[src/sscc_pkg.sv]
// shared types, constants and digit helpers for the seven-segment clock controller
package sscc_pkg;

   // word kinds on the request channel
   typedef enum logic {
      OP_TICK = 1'b0,
      OP_KEY  = 1'b1
   } op_type;

   // key codes carried by a key press word
   typedef enum logic [1:0] {
      KEY_HOUR_UP   = 2'd0,
      KEY_MINUTE_UP = 2'd1,
      KEY_SECOND_UP = 2'd2,
      KEY_MODE      = 2'd3
   } key_type;

   // configuration register indexes
   localparam logic [2:0] CSR_ALARM_HOUR       = 3'd0;
   localparam logic [2:0] CSR_ALARM_MINUTE     = 3'd1;
   localparam logic [2:0] CSR_TICKS_PER_SECOND = 3'd2;
   localparam logic [2:0] CSR_BLINK_TICK       = 3'd3;
   localparam logic [2:0] CSR_BANNER_DIGITS    = 3'd4;

   // configuration reset values
   localparam logic [4:0]  ALARM_HOUR_RST       = 5'd14;
   localparam logic [5:0]  ALARM_MINUTE_RST     = 6'd1;
   localparam logic [7:0]  TICKS_PER_SECOND_RST = 8'd14;
   localparam logic [7:0]  BLINK_TICK_RST       = 8'd7;
   localparam logic [15:0] BANNER_DIGITS_RST    = 16'h2019;

   // wrap limits
   localparam logic [5:0] PHASE_STEPS     = 6'd18;
   localparam logic [5:0] SECONDS_WRAP    = 6'd60;
   localparam logic [5:0] MINUTES_WRAP    = 6'd60;
   localparam logic [5:0] HOURS_WRAP      = 6'd24;

   // display phase boundaries in cycling mode
   localparam logic [4:0] PHASE_LAST_MMSS = 5'd9;
   localparam logic [4:0] PHASE_LAST_HHMM = 5'd14;

   localparam logic [7:0] POINT_BIT = 8'h80;

   // time state after one word, as seen by the display decoder
   typedef struct packed {
      logic [4:0] hours;
      logic [5:0] minutes;
      logic [5:0] seconds;
      logic [7:0] tick_count;
      logic [4:0] phase;
      logic       cycle_mode;
      logic       beep;
      logic       alarm;
   } time_view_type;

   // step up by one, back to zero when the limit is reached
   function automatic logic [5:0] wrap_up(input logic [5:0] v, input logic [5:0] limit);
      logic [6:0] inc;
      inc = {1'b0, v} + 7'd1;
      wrap_up = (inc >= {1'b0, limit}) ? 6'd0 : inc[5:0];
   endfunction

   // tens digit of a value below 64
   function automatic logic [3:0] tens_of(input logic [5:0] v);
      priority if (v >= 6'd60) tens_of = 4'd6;
      else if (v >= 6'd50) tens_of = 4'd5;
      else if (v >= 6'd40) tens_of = 4'd4;
      else if (v >= 6'd30) tens_of = 4'd3;
      else if (v >= 6'd20) tens_of = 4'd2;
      else if (v >= 6'd10) tens_of = 4'd1;
      else tens_of = 4'd0;
   endfunction

   // units digit of a value below 64
   function automatic logic [3:0] ones_of(input logic [5:0] v);
      logic [5:0] t;
      logic [5:0] r;
      t = {2'b00, tens_of(v)};
      r = v - 6'((t << 3) + (t << 1));
      ones_of = r[3:0];
   endfunction

   // segment pattern of one decimal digit, blank above nine
   function automatic logic [7:0] seg_of(input logic [3:0] d);
      unique case (d)
         4'd0:    seg_of = 8'h3f;
         4'd1:    seg_of = 8'h06;
         4'd2:    seg_of = 8'h5b;
         4'd3:    seg_of = 8'h4f;
         4'd4:    seg_of = 8'h66;
         4'd5:    seg_of = 8'h6d;
         4'd6:    seg_of = 8'h7d;
         4'd7:    seg_of = 8'h07;
         4'd8:    seg_of = 8'h7f;
         4'd9:    seg_of = 8'h6f;
         default: seg_of = 8'h00;
      endcase
   endfunction

endpackage

[src/sscc_timekeeper.sv]
// time of day, tick count, display phase and mode registers with their update
module sscc_timekeeper (
   input  logic                  clock,
   input  logic                  reset,
   input  logic                  step_en,
   input  logic                  operation,
   input  logic [1:0]            key,
   input  logic [4:0]            alarm_hour,
   input  logic [5:0]            alarm_minute,
   input  logic [7:0]            ticks_per_second,
   output sscc_pkg::time_view_type view
);

   logic [7:0] tick_ff, tick_in;
   logic [4:0] phase_ff, phase_in;
   logic [4:0] hour_ff, hour_in;
   logic [5:0] min_ff, min_in;
   logic [5:0] sec_ff, sec_in;
   logic       mode_ff, mode_in;
   logic [7:0] tick_inc;
   logic       beep;
   logic       alarm;

   assign tick_inc = tick_ff + 8'd1;

   // next state for one word
   always_comb begin
      tick_in  = tick_ff;
      phase_in = phase_ff;
      hour_in  = hour_ff;
      min_in   = min_ff;
      sec_in   = sec_ff;
      mode_in  = mode_ff;
      beep     = 1'b0;
      alarm    = 1'b0;
      if (operation == sscc_pkg::OP_TICK) begin
         tick_in = tick_inc;
         if (tick_inc >= ticks_per_second) begin
            // a second passes, carry through minutes and hours
            tick_in  = 8'd0;
            phase_in = 5'(sscc_pkg::wrap_up({1'b0, phase_ff}, sscc_pkg::PHASE_STEPS));
            sec_in   = sscc_pkg::wrap_up(sec_ff, sscc_pkg::SECONDS_WRAP);
            if (sec_in == 6'd0) begin
               min_in = sscc_pkg::wrap_up(min_ff, sscc_pkg::MINUTES_WRAP);
               if (min_in == 6'd0) begin
                  hour_in = 5'(sscc_pkg::wrap_up({1'b0, hour_ff}, sscc_pkg::HOURS_WRAP));
               end
            end
            alarm = (hour_in == alarm_hour) && (min_in == alarm_minute) && (sec_in == 6'd0);
         end
      end else begin
         beep = 1'b1;
         unique case (key)
            sscc_pkg::KEY_HOUR_UP: begin
               hour_in = 5'(sscc_pkg::wrap_up({1'b0, hour_ff}, sscc_pkg::HOURS_WRAP));
            end
            sscc_pkg::KEY_MINUTE_UP: begin
               min_in = sscc_pkg::wrap_up(min_ff, sscc_pkg::MINUTES_WRAP);
            end
            sscc_pkg::KEY_SECOND_UP: begin
               sec_in = sscc_pkg::wrap_up(sec_ff, sscc_pkg::SECONDS_WRAP);
            end
            sscc_pkg::KEY_MODE: begin
               mode_in = ~mode_ff;
            end
         endcase
      end
   end

   // state registers
   always_ff @(posedge clock) begin
      if (reset) begin
         tick_ff  <= 8'd0;
         phase_ff <= 5'd0;
         hour_ff  <= 5'd0;
         min_ff   <= 6'd0;
         sec_ff   <= 6'd0;
         mode_ff  <= 1'b0;
      end else if (step_en) begin
         tick_ff  <= tick_in;
         phase_ff <= phase_in;
         hour_ff  <= hour_in;
         min_ff   <= min_in;
         sec_ff   <= sec_in;
         mode_ff  <= mode_in;
      end
   end

   // updated state towards the display decoder
   always_comb begin
      view.hours      = hour_in;
      view.minutes    = min_in;
      view.seconds    = sec_in;
      view.tick_count = tick_in;
      view.phase      = phase_in;
      view.cycle_mode = mode_in;
      view.beep       = beep;
      view.alarm      = alarm;
   end

endmodule

[src/sscc_seg_decode.sv]
// selects the display view and turns its digits into segment patterns
module sscc_seg_decode (
   input  sscc_pkg::time_view_type view,
   input  logic [7:0]              blink_tick,
   input  logic [15:0]             banner_digits,
   output logic [7:0]              seg0,
   output logic [7:0]              seg1,
   output logic [7:0]              seg2,
   output logic [7:0]              seg3
);

   logic show_mmss;
   logic show_hhmm;

   assign show_mmss = !view.cycle_mode || (view.phase <= sscc_pkg::PHASE_LAST_MMSS);
   assign show_hhmm = view.phase <= sscc_pkg::PHASE_LAST_HHMM;

   // mm.ss, hh mm or banner
   always_comb begin
      priority if (show_mmss) begin
         seg0 = sscc_pkg::seg_of(sscc_pkg::tens_of(view.minutes));
         seg1 = sscc_pkg::seg_of(sscc_pkg::ones_of(view.minutes));
         if (view.tick_count < blink_tick) begin
            seg1 = seg1 | sscc_pkg::POINT_BIT;
         end
         seg2 = sscc_pkg::seg_of(sscc_pkg::tens_of(view.seconds));
         seg3 = sscc_pkg::seg_of(sscc_pkg::ones_of(view.seconds));
      end else if (show_hhmm) begin
         seg0 = sscc_pkg::seg_of(sscc_pkg::tens_of({1'b0, view.hours}));
         seg1 = sscc_pkg::seg_of(sscc_pkg::ones_of({1'b0, view.hours}));
         seg2 = sscc_pkg::seg_of(sscc_pkg::tens_of(view.minutes));
         seg3 = sscc_pkg::seg_of(sscc_pkg::ones_of(view.minutes));
      end else begin
         seg0 = sscc_pkg::seg_of(banner_digits[15:12]);
         seg1 = sscc_pkg::seg_of(banner_digits[11:8]);
         seg2 = sscc_pkg::seg_of(banner_digits[7:4]);
         seg3 = sscc_pkg::seg_of(banner_digits[3:0]);
      end
   end

endmodule

[src/seven_segment_clock_controller.sv]
// top level of the seven-segment clock controller: registers, handshakes and result stage
// Every request word (a timer overflow tick or a key press) yields one response word
// with the four segment patterns after the update, a beep flag and an alarm flag.
// A word is taken into an input register, then the time update and display decode
// run combinationally into the response register, which presents the response; a word
// moves on only while the response register is empty or drained by rsp_ready, and one
// word per cycle is sustained while rsp_ready stays high. Configuration writes are
// always taken and registered; indexes above four are ignored.
module seven_segment_clock_controller (
   input  logic        clock,
   input  logic        reset,
   // request channel
   input  logic        req_valid,
   output logic        req_ready,
   input  logic        req_operation,
   input  logic [1:0]  req_key,
   // response channel
   output logic        rsp_valid,
   input  logic        rsp_ready,
   output logic [7:0]  rsp_seg_digit0,
   output logic [7:0]  rsp_seg_digit1,
   output logic [7:0]  rsp_seg_digit2,
   output logic [7:0]  rsp_seg_digit3,
   output logic        rsp_beep_pulse,
   output logic        rsp_alarm_start,
   // configuration channel
   input  logic        csr_valid,
   output logic        csr_ready,
   input  logic [2:0]  csr_index,
   input  logic [15:0] csr_wdata
);

   logic [4:0]  alarm_hour_ff;
   logic [5:0]  alarm_minute_ff;
   logic [7:0]  tps_ff;
   logic [7:0]  blink_tick_ff;
   logic [15:0] banner_ff;

   logic        s1_valid_ff, s1_valid_in;
   logic        s1_op_ff;
   logic [1:0]  s1_key_ff;
   logic        s2_load;
   logic        req_accept;

   logic        rsp_valid_ff, rsp_valid_in;
   logic [7:0]  seg0_ff, seg1_ff, seg2_ff, seg3_ff;
   logic        beep_ff, alarm_ff;
   logic [7:0]  seg0, seg1, seg2, seg3;

   sscc_pkg::time_view_type view;

   // configuration registers
   assign csr_ready = 1'b1;

   always_ff @(posedge clock) begin
      if (reset) begin
         alarm_hour_ff   <= sscc_pkg::ALARM_HOUR_RST;
         alarm_minute_ff <= sscc_pkg::ALARM_MINUTE_RST;
         tps_ff          <= sscc_pkg::TICKS_PER_SECOND_RST;
         blink_tick_ff   <= sscc_pkg::BLINK_TICK_RST;
         banner_ff       <= sscc_pkg::BANNER_DIGITS_RST;
      end else if (csr_valid) begin
         unique case (csr_index)
            sscc_pkg::CSR_ALARM_HOUR:       alarm_hour_ff   <= csr_wdata[4:0];
            sscc_pkg::CSR_ALARM_MINUTE:     alarm_minute_ff <= csr_wdata[5:0];
            sscc_pkg::CSR_TICKS_PER_SECOND: tps_ff          <= csr_wdata[7:0];
            sscc_pkg::CSR_BLINK_TICK:       blink_tick_ff   <= csr_wdata[7:0];
            sscc_pkg::CSR_BANNER_DIGITS:    banner_ff       <= csr_wdata;
            default: begin
            end
         endcase
      end
   end

   // handshake control
   assign s2_load    = s1_valid_ff && (!rsp_valid_ff || rsp_ready);
   assign req_ready  = !s1_valid_ff || s2_load;
   assign req_accept = req_valid && req_ready;

   always_comb begin
      priority if (req_accept) begin
         s1_valid_in = 1'b1;
      end else if (s2_load) begin
         s1_valid_in = 1'b0;
      end else begin
         s1_valid_in = s1_valid_ff;
      end
   end

   always_comb begin
      priority if (s2_load) begin
         rsp_valid_in = 1'b1;
      end else if (rsp_ready) begin
         rsp_valid_in = 1'b0;
      end else begin
         rsp_valid_in = rsp_valid_ff;
      end
   end

   always_ff @(posedge clock) begin
      if (reset) begin
         s1_valid_ff  <= 1'b0;
         rsp_valid_ff <= 1'b0;
      end else begin
         s1_valid_ff  <= s1_valid_in;
         rsp_valid_ff <= rsp_valid_in;
      end
   end

   // input register
   always_ff @(posedge clock) begin
      if (req_accept) begin
         s1_op_ff  <= req_operation;
         s1_key_ff <= req_key;
      end
   end

   // time update
   sscc_timekeeper u_timekeeper (
      .clock            (clock),
      .reset            (reset),
      .step_en          (s2_load),
      .operation        (s1_op_ff),
      .key              (s1_key_ff),
      .alarm_hour       (alarm_hour_ff),
      .alarm_minute     (alarm_minute_ff),
      .ticks_per_second (tps_ff),
      .view             (view)
   );

   // display decode
   sscc_seg_decode u_seg_decode (
      .view          (view),
      .blink_tick    (blink_tick_ff),
      .banner_digits (banner_ff),
      .seg0          (seg0),
      .seg1          (seg1),
      .seg2          (seg2),
      .seg3          (seg3)
   );

   // response register
   always_ff @(posedge clock) begin
      if (s2_load) begin
         seg0_ff  <= seg0;
         seg1_ff  <= seg1;
         seg2_ff  <= seg2;
         seg3_ff  <= seg3;
         beep_ff  <= view.beep;
         alarm_ff <= view.alarm;
      end
   end

   assign rsp_valid       = rsp_valid_ff;
   assign rsp_seg_digit0  = seg0_ff;
   assign rsp_seg_digit1  = seg1_ff;
   assign rsp_seg_digit2  = seg2_ff;
   assign rsp_seg_digit3  = seg3_ff;
   assign rsp_beep_pulse  = beep_ff;
   assign rsp_alarm_start = alarm_ff;

`ifndef SYNTHESIS
   // a word leaving the input register always shows up as a response
   a_load_gives_rsp: assert property (@(posedge clock) disable iff (reset)
      s2_load |=> rsp_valid)
      else $error("response missing after load");

   // a key word beeps and never raises the alarm
   a_key_beeps: assert property (@(posedge clock) disable iff (reset)
      (s2_load && (s1_op_ff == sscc_pkg::OP_KEY)) |=> (rsp_beep_pulse && !rsp_alarm_start))
      else $error("key word response wrong");

   // a tick word never beeps
   a_tick_silent: assert property (@(posedge clock) disable iff (reset)
      (s2_load && (s1_op_ff == sscc_pkg::OP_TICK)) |=> !rsp_beep_pulse)
      else $error("tick word beeped");

   // a new word enters a full input register only while it drains
   a_no_overwrite: assert property (@(posedge clock) disable iff (reset)
      (req_accept && s1_valid_ff) |-> s2_load)
      else $error("input register overwritten");
`endif

endmodule

[config.mk]
export PLATFORM = sky130hd
export DESIGN_NAME = seven_segment_clock_controller
export DESIGN_NICKNAME = d
export VERILOG_FILES = /design/src/sscc_pkg.sv /design/src/sscc_timekeeper.sv /design/src/sscc_seg_decode.sv /design/src/seven_segment_clock_controller.sv
export SDC_FILE = /design/constraint.sdc
export NUM_CORES = 1
export LEC_CHECK = 0
export BUFFER_PORTS_ARGS = -buffer_cell sky130_fd_sc_hd__buf_2
export CORE_MARGIN = 2
export CORE_UTILIZATION = 50
export CTS_CLUSTER_SIZE = 14
export DETAILED_ROUTE_END_ITERATION = 6
export GPL_TIMING_DRIVEN = 1
export HOLD_SLACK_MARGIN = 0.02
export PLACE_DENSITY = 0.71
export RECOVER_POWER = 100
export SETUP_SLACK_MARGIN = 0.02
export SYNTH_ARGS = -nofsm -noshare
export SYNTH_HDL_FRONTEND = slang
export SYNTH_HIERARCHICAL = 1
export SYNTH_SLANG_ARGS = --single-unit
[constraint.sdc]
create_clock -name clock -period 9.05 [get_ports clock]
set_input_delay 1.81 -clock clock [delete_from_list [all_inputs] [get_ports clock]]
set_output_delay 1.81 -clock clock [all_outputs]
set_load 0.03 [all_outputs]
# Word-level counts from Yosys, hierarchy flattened
# Memories as Yosys holds them, arrays and structs flattened. A register that Yosys moved wholly into a read port is not among the register bits.
# Index checks and enable logic that the tools add are counted.
[totals] mem_bits_ro=1344 mem_count=12 reg_bits=113 elab_cells=177 inputBits=27
[memory_table] memory="(name not given)" words=16 width=7 rd=1 rd_clocked_by_memory_dff=0 write_ports=0 line_no="sscc_pkg.sv:85" text="unique case (d)"
[memory_table] memory="(name not given)" words=16 width=7 rd=1 rd_clocked_by_memory_dff=0 write_ports=0 line_no="sscc_pkg.sv:85"
[memory_table] memory="(name not given)" words=16 width=7 rd=1 rd_clocked_by_memory_dff=0 write_ports=0 line_no="sscc_pkg.sv:85"
[memory_table] memory="(name not given)" words=16 width=7 rd=1 rd_clocked_by_memory_dff=0 write_ports=0 line_no="sscc_pkg.sv:85"
[memory_table] memory="(name not given)" words=16 width=7 rd=1 rd_clocked_by_memory_dff=0 write_ports=0 line_no="sscc_pkg.sv:85"
[memory_table] memory="(name not given)" words=16 width=7 rd=1 rd_clocked_by_memory_dff=0 write_ports=0 line_no="sscc_pkg.sv:85"
[memory_table] memory="+6 memories"
[classes] n_reduce_logical=22 add_sub_neg=13 n_eq_ne=9 order_cmp=26 muxes=72 bitwise=2
[op_table] op="4-bit two-way mux" n=29
[op_table] op="8-bit two-way mux" n=11
[op_table] op="6-bit two-way mux" n=11
[op_table] op="5-bit two-way mux" n=11
[op_table] op="6-bit by 5-bit >= comparator with 1-bit output (second input constant)" n=6
[op_table] op="6-bit >= comparator (second input constant)" n=6
[op_table] op="5-bit by 6-bit >= comparator with 1-bit output (second input constant)" n=3
[op_table] op="4-bit adder" n=4
[op_table] op="4-bit subtractor" n=4
[op_table] op="6-bit by 1-bit adder with 7-bit output (second input constant)" n=2
[op_table] op="7-bit by 6-bit >= comparator with 1-bit output (second input constant)" n=2
[op_table] op="5-bit by 1-bit adder with 6-bit output (second input constant)" n=2
[op_table] op="6-bit by 4-bit >= comparator with 1-bit output (second input constant)" n=2
[op_table] op="6-bit zero test" n=2
[op_table] op="5-bit >= comparator (second input constant)" n=2
[op_table] op="5-bit by 4-bit <= comparator with 1-bit output (second input constant)" n=2
[op_table] op="1-bit two-way mux" n=10
[op_table] op="2-bit AND reduction" n=5
[op_table] op="8-bit by 1-bit adder with 8-bit output (second input constant)" n=1
[op_table] op="8-bit >= comparator" n=1
[op_table] op="8-bit less-than comparator" n=1
[op_table] op="3-bit by 2-bit == test with 1-bit output (second input constant)" n=2
[op_table] op="6-bit == test" n=1
[op_table] op="5-bit == test" n=1
[op_table] op="13 further kinds" n=23

# Logic depth before layout (Yosys ltp)
# An unclocked memory read counts as a cell.
[depth] depth_word=24 depth_mapped=26 mapped_depth_nobuf=24

# Hierarchy
# The synthesis kept the hierarchy.
[modules_own_cells] mod="sscc_timekeeper" seq_area_each_um2=620.6 cells_each=433 n_inst=1 area_per_inst_um2=3135.5
[modules_own_cells] mod="sscc_seg_decode" seq_area_each_um2=0.0 cells_each=441 n_inst=1 area_per_inst_um2=3125.5
[modules_own_cells] mod="seven_segment_clock_controller" seq_area_each_um2=2011.9 cells_each=218 n_inst=1 area_per_inst_um2=2982.9

# Worst setup path before layout
# OpenSTA, ideal clock, no wires.
[synth_timing] path_type="flip-flop to flip-flop" start="register u_timekeeper.tick_ff[0]" end="register seg3_ff[1], in the netlist rsp_seg_digit3[1], data pin" t_arrival_ps=4850 path_stages_with_launch=26 synth_period_minus_slack_ps=5124 setup_slack_ps=3926 path_cell_list="dfxtp_1 > ha_1 > nand3_1 > xor2_1 > inv_1 > ha_1 > a21o_1 > a211oi_1 > o21ai_0 > a21o_1 > a21oi_1 > clkbuf_1 > o31ai_1 > buf_6 > or2_1 > o2111a_1 > nor3_1 > inv_1 > ha_1 > inv_1 > ha_1 > nand3_1 > nand2_1 > a31oi_1 > a31oi_1 > a31oi_1"
[synth_lines] item="start: declaration" line_no="sscc_timekeeper.sv:14" text="logic [7:0] tick_ff, tick_in;"
[synth_lines] item="start signal: assignment" line_no="sscc_timekeeper.sv:80" text="tick_ff <= tick_in;"
[synth_lines] item="end signal: assignment" line_no="seven_segment_clock_controller.sv:148" text="seg3_ff <= seg3;"
[synth_lines] item="end: declaration" line_no="seven_segment_clock_controller.sv:46" text="logic [7:0] seg0_ff, seg1_ff, seg2_ff, seg3_ff;"

==> impl_results.md <==
* Status: finished with violations
* Failing checks: capacitance limit, slew limit
* CTS Buf Count at 17
* Switching component of the power at 400 µW
* Clk sinks at 113
* Fin crit period at 6.57 ns
* Post-synth top area cell: dfxtp_1
* R2r setup slk at 2.48 ns
* Drc violations at 0
* Share of post-route cells with drive strength above 1 at 8.27%
* CTS tree: done
* IO Count at 64
* Placed cell count at 1322
* PortBufs at 62
* Worst setup EP type: flop
* Post-DRT Antenna Nets at 0
* Core ar. at 18000 µm²
* Combinational family with the most area after synthesis: compound AO/OA/AOI/OAI gates
* Die area at 19600 µm²
* Max Cap Violations at 2
* Critical Path Fanout Max at 16
* Routed len/inst at 16.6 µm
* Most common cell in the netlist: nor2_1
* Synth Area in Simple Gates at 20.2%
* Crit path DAT at 6.83 ns
* RSZ-0062 raised after global routing: false
* Largest net degree at the start of global routing at 95
* Synth top cells by count: 94 x nor2_1, 89 x ha_1, 76 x dfxtp_1
* Pre-CTS WS at 2.81 ns
* Switching Share at 27.8%
* Yosys top cell area share at 16.5%
* Final Skew at 0.00828 ns
* Req. time, crit path at 9.31 ns
* Max transition margin at -133%
* Hold path depth at 2
* Post-Synth Adder-Cell Area at 12.3%
* Final net count at 1228
* Post-CTS Hold Buffers at 0
* H-tree levels at 4
* Die extent in x at 140 µm
* Via/cell ratio at 5.90
* Area Overhead vs Synth at 8.93%
* Post-cts sizing count at 0
* TNS Setup at 0 ns
* Final worst-path setup slack at 2.48 ns
* Compound-Gate Fraction of Synth Area at 21.4%
* Die height at 140 µm
* Hold/Removal Path Class: reg -> reg
* Total power per unit cell area at 143 nW/µm²
* Fmax at 152 MHz
* Cells after Synth at 1092
* Vias at 7982
* Antenna Cells at 0
* Seq/Total Area, Yosys at 28.5%
* Hold path start: s1_valid_ff
* Finished Core Util at 55.9%
* Peak supply drop at 0.169 mV
* Pint at 1.04 mW
* FF-to-FF Start: u_timekeeper/tick_ff[0]
* Mean post-synth cell area at 8.47 µm²
* RR Endpoint: rsp_seg_digit1[1]
* Worst slew pin tran at 3.50 ns
* Worst Hold Slack at 0.457 ns
* Synth top area cells: dfxtp_1 16%, ha_1 12%, edfxtp_1 12%
* WHS Endpoint: rsp_valid
* FP Rows at 49
* Iter 0 DRT Violations at 586
* Clk buf depth at 2
* Tcrit/Tclk final at 72.6%
* Count of final hold-check violations at 0
* Initial Util at 51.3%
* Layout Cells excl Fill at 1354
* Clock group share of total power at 47.5%
* Finish-stage setup viols at 0
* Total GRT Usage at 23.1%
* Multiplexer share of the synthesized area at 7.32%
* Yosys cell types at 100
* Async SR Flop Fraction at 0%
* CTS clk-pin slew, worst paths at 0.06 ns
* Critical path launch point type: flop
* Dpl hpwl at 16000 µm
* Gpl congestion at 0.905
* Crit path kind: reg -> reg
* Worst r2r path cells at 20
* Setup Fix Bufs, Post-CTS at 0
* Final wirelength at 22500 µm
* Combinational cell fraction of total power at 13.5%
* Post-Syn Area at 9240 µm²
* Layout filler cell count at 1672
* First-pass GRT wire length at 36600 µm
* Top FF cell, synth: dfxtp_1
* Skew-Pair Late Insertion Delay at 0.42 ns
* Pins Over Slew Limit at 150
* Post-synth EDFFs at 37
* Static Leak at 4.11 nW
* Root Driver: clkbuf_16
* Synth Area in XOR/XNOR at 3.40%
* Pre-Repair DR Iteration Count at 6
* YS warnings at 6
* GRT Residual Overflow at 0
* Vias in the first global route at 7300
* Initial antenna violation count at 0
* Seq pwr share at 39.0%
* Synthesized flop and latch total at 113
==> worst max path at each step <==
| stage | from | endpoint | slack, ns | depth (start not counted) |
|---|---|---|---|---|
| finish | u_timekeeper/tick_ff[0] | rsp_seg_digit1[1] | 2.48 | 20 |
| global route | u_timekeeper/tick_ff[0] | rsp_seg_digit1[1] | 1.85 | 20 |
| CTS | u_timekeeper/tick_ff[0] | rsp_seg_digit3[1] | 2.77 | 24 |
| detailed placement | u_timekeeper/tick_ff[0] | rsp_seg_digit3[1] | 2.81 | 24 |
| global placement | u_timekeeper/tick_ff[0] | rsp_seg_digit3[1] | 3.00 | 24 |
| floorplan | u_timekeeper/tick_ff[0] | rsp_seg_digit3[1] | 3.93 | 25 |
==> cells in the final DEF (no fill, tap or decap), types with 5 or more instances in the layout <==
master,instances
a211oi_1,7
a21o_1,14
a21oi_1,65
a221oi_1,7
a31oi_1,15
and2_1,5
and3_1,7
buf_2,26
buf_4,5
clkbuf_1,38
clkbuf_16,19
dfxtp_1,76
edfxtp_1,37
ha_1,89
inv_1,71
mux2_2,5
mux2i_1,62
nand2_1,73
nand2b_1,63
nand3_1,31
nand3b_1,7
nand4_1,9
nor2_1,95
nor2b_1,8
nor3_1,13
o211a_1,5
o211ai_1,5
o21a_1,8
o21ai_0,68
o221ai_1,8
o22ai_1,8
o31ai_1,10
o32ai_1,6
or2_2,6
or3_1,8
xnor2_1,15
xor2_1,20
==> per-layer routing <==
metal	global-route usage, %	up-vias	share of wire [%]
met5	0	-	0
met2	36.9	277	45
met4	6.53	0	1.7
met1	32.1	3706	47
met3	4.21	34	5.9
li1	-	3965	-
==> through the flow <==
step | area (µm²) | power [mW]
finish | 10100 | 1.44
global route | 10100 | 1.49
CTS | 10200 | 1.45
detailed placement | 9560 | 0.763
global placement | 9560 | 0.760
floorplan | 9250 | 0.715
==> state kept, by name (all words and copies together), names as in the netlist, 2 cells and up <==
| name | flops |
|---|---|
| banner_ff | 16 |
| blink_tick_ff | 8 |
| rsp_seg_digit0 | 8 |
| rsp_seg_digit1 | 8 |
| rsp_seg_digit2 | 8 |
| rsp_seg_digit3 | 8 |
| tps_ff | 8 |
| u_timekeeper/tick_ff | 8 |
| alarm_minute_ff | 6 |
| u_timekeeper/min_ff | 6 |
| u_timekeeper/sec_ff | 6 |
| alarm_hour_ff | 5 |
| u_timekeeper/hour_ff | 5 |
| u_timekeeper/phase_ff | 5 |
| s1_key_ff | 2 |
==> cells by family after synthesis <==
| group | count (synthesis) |
|---|---|
| compound gates | 285 |
| xor+xnor | 35 |
| fa+ha+maj | 91 |
| buf+inv | 143 |
| flops | 113 |
| mux | 67 |
| other cells | 2 |
| simple gates | 356 |
==> area by class of cell <==
type / count / area (µm²) / share of cell area, %
multi-input combinational: 838 / 5960 / 59.2
sequential: 113 / 2630 / 26.1
clock buffer: 20 / 489 / 4.86
timing repair buffer: 69 / 310 / 3.08
tap: 229 / 287 / 2.85
inverter: 73 / 274 / 2.72
clock inverter: 12 / 119 / 1.18
==> critical path, cell delays in order (launching register included) <==
cell and delay [ns]:
dfxtp_1 0.45, ha_1 0.30, nand3_1 0.14, xor2_1 0.20, inv_1 0.07, ha_1 0.29, o2111ai_1 0.11, o21ai_0 0.25
a21o_1 0.47, nand2_1 0.22, o21ai_0 0.56, a21oi_1 0.13, a31oi_1 0.59, nor2_1 0.16, nand2_1 0.12, nand2_1 0.15
ha_1 0.38, a32oi_1 0.10, xnor2_1 1.07, o21ai_0 0.40, o2bb2ai_1 0.23
==> power by group through the flow <==
stage          Sequential, mW  Clock (mW)  Combinational [mW]
2_1_floorplan           0.581           0               0.134
3_3_place_gp            0.571           0               0.189
3_5_place_dp            0.571           0               0.192
4_1_cts                 0.560       0.695               0.196
5_1_grt                 0.564       0.716               0.214
6_report                0.561       0.684               0.195
Power figures use the tool's default switching activity.
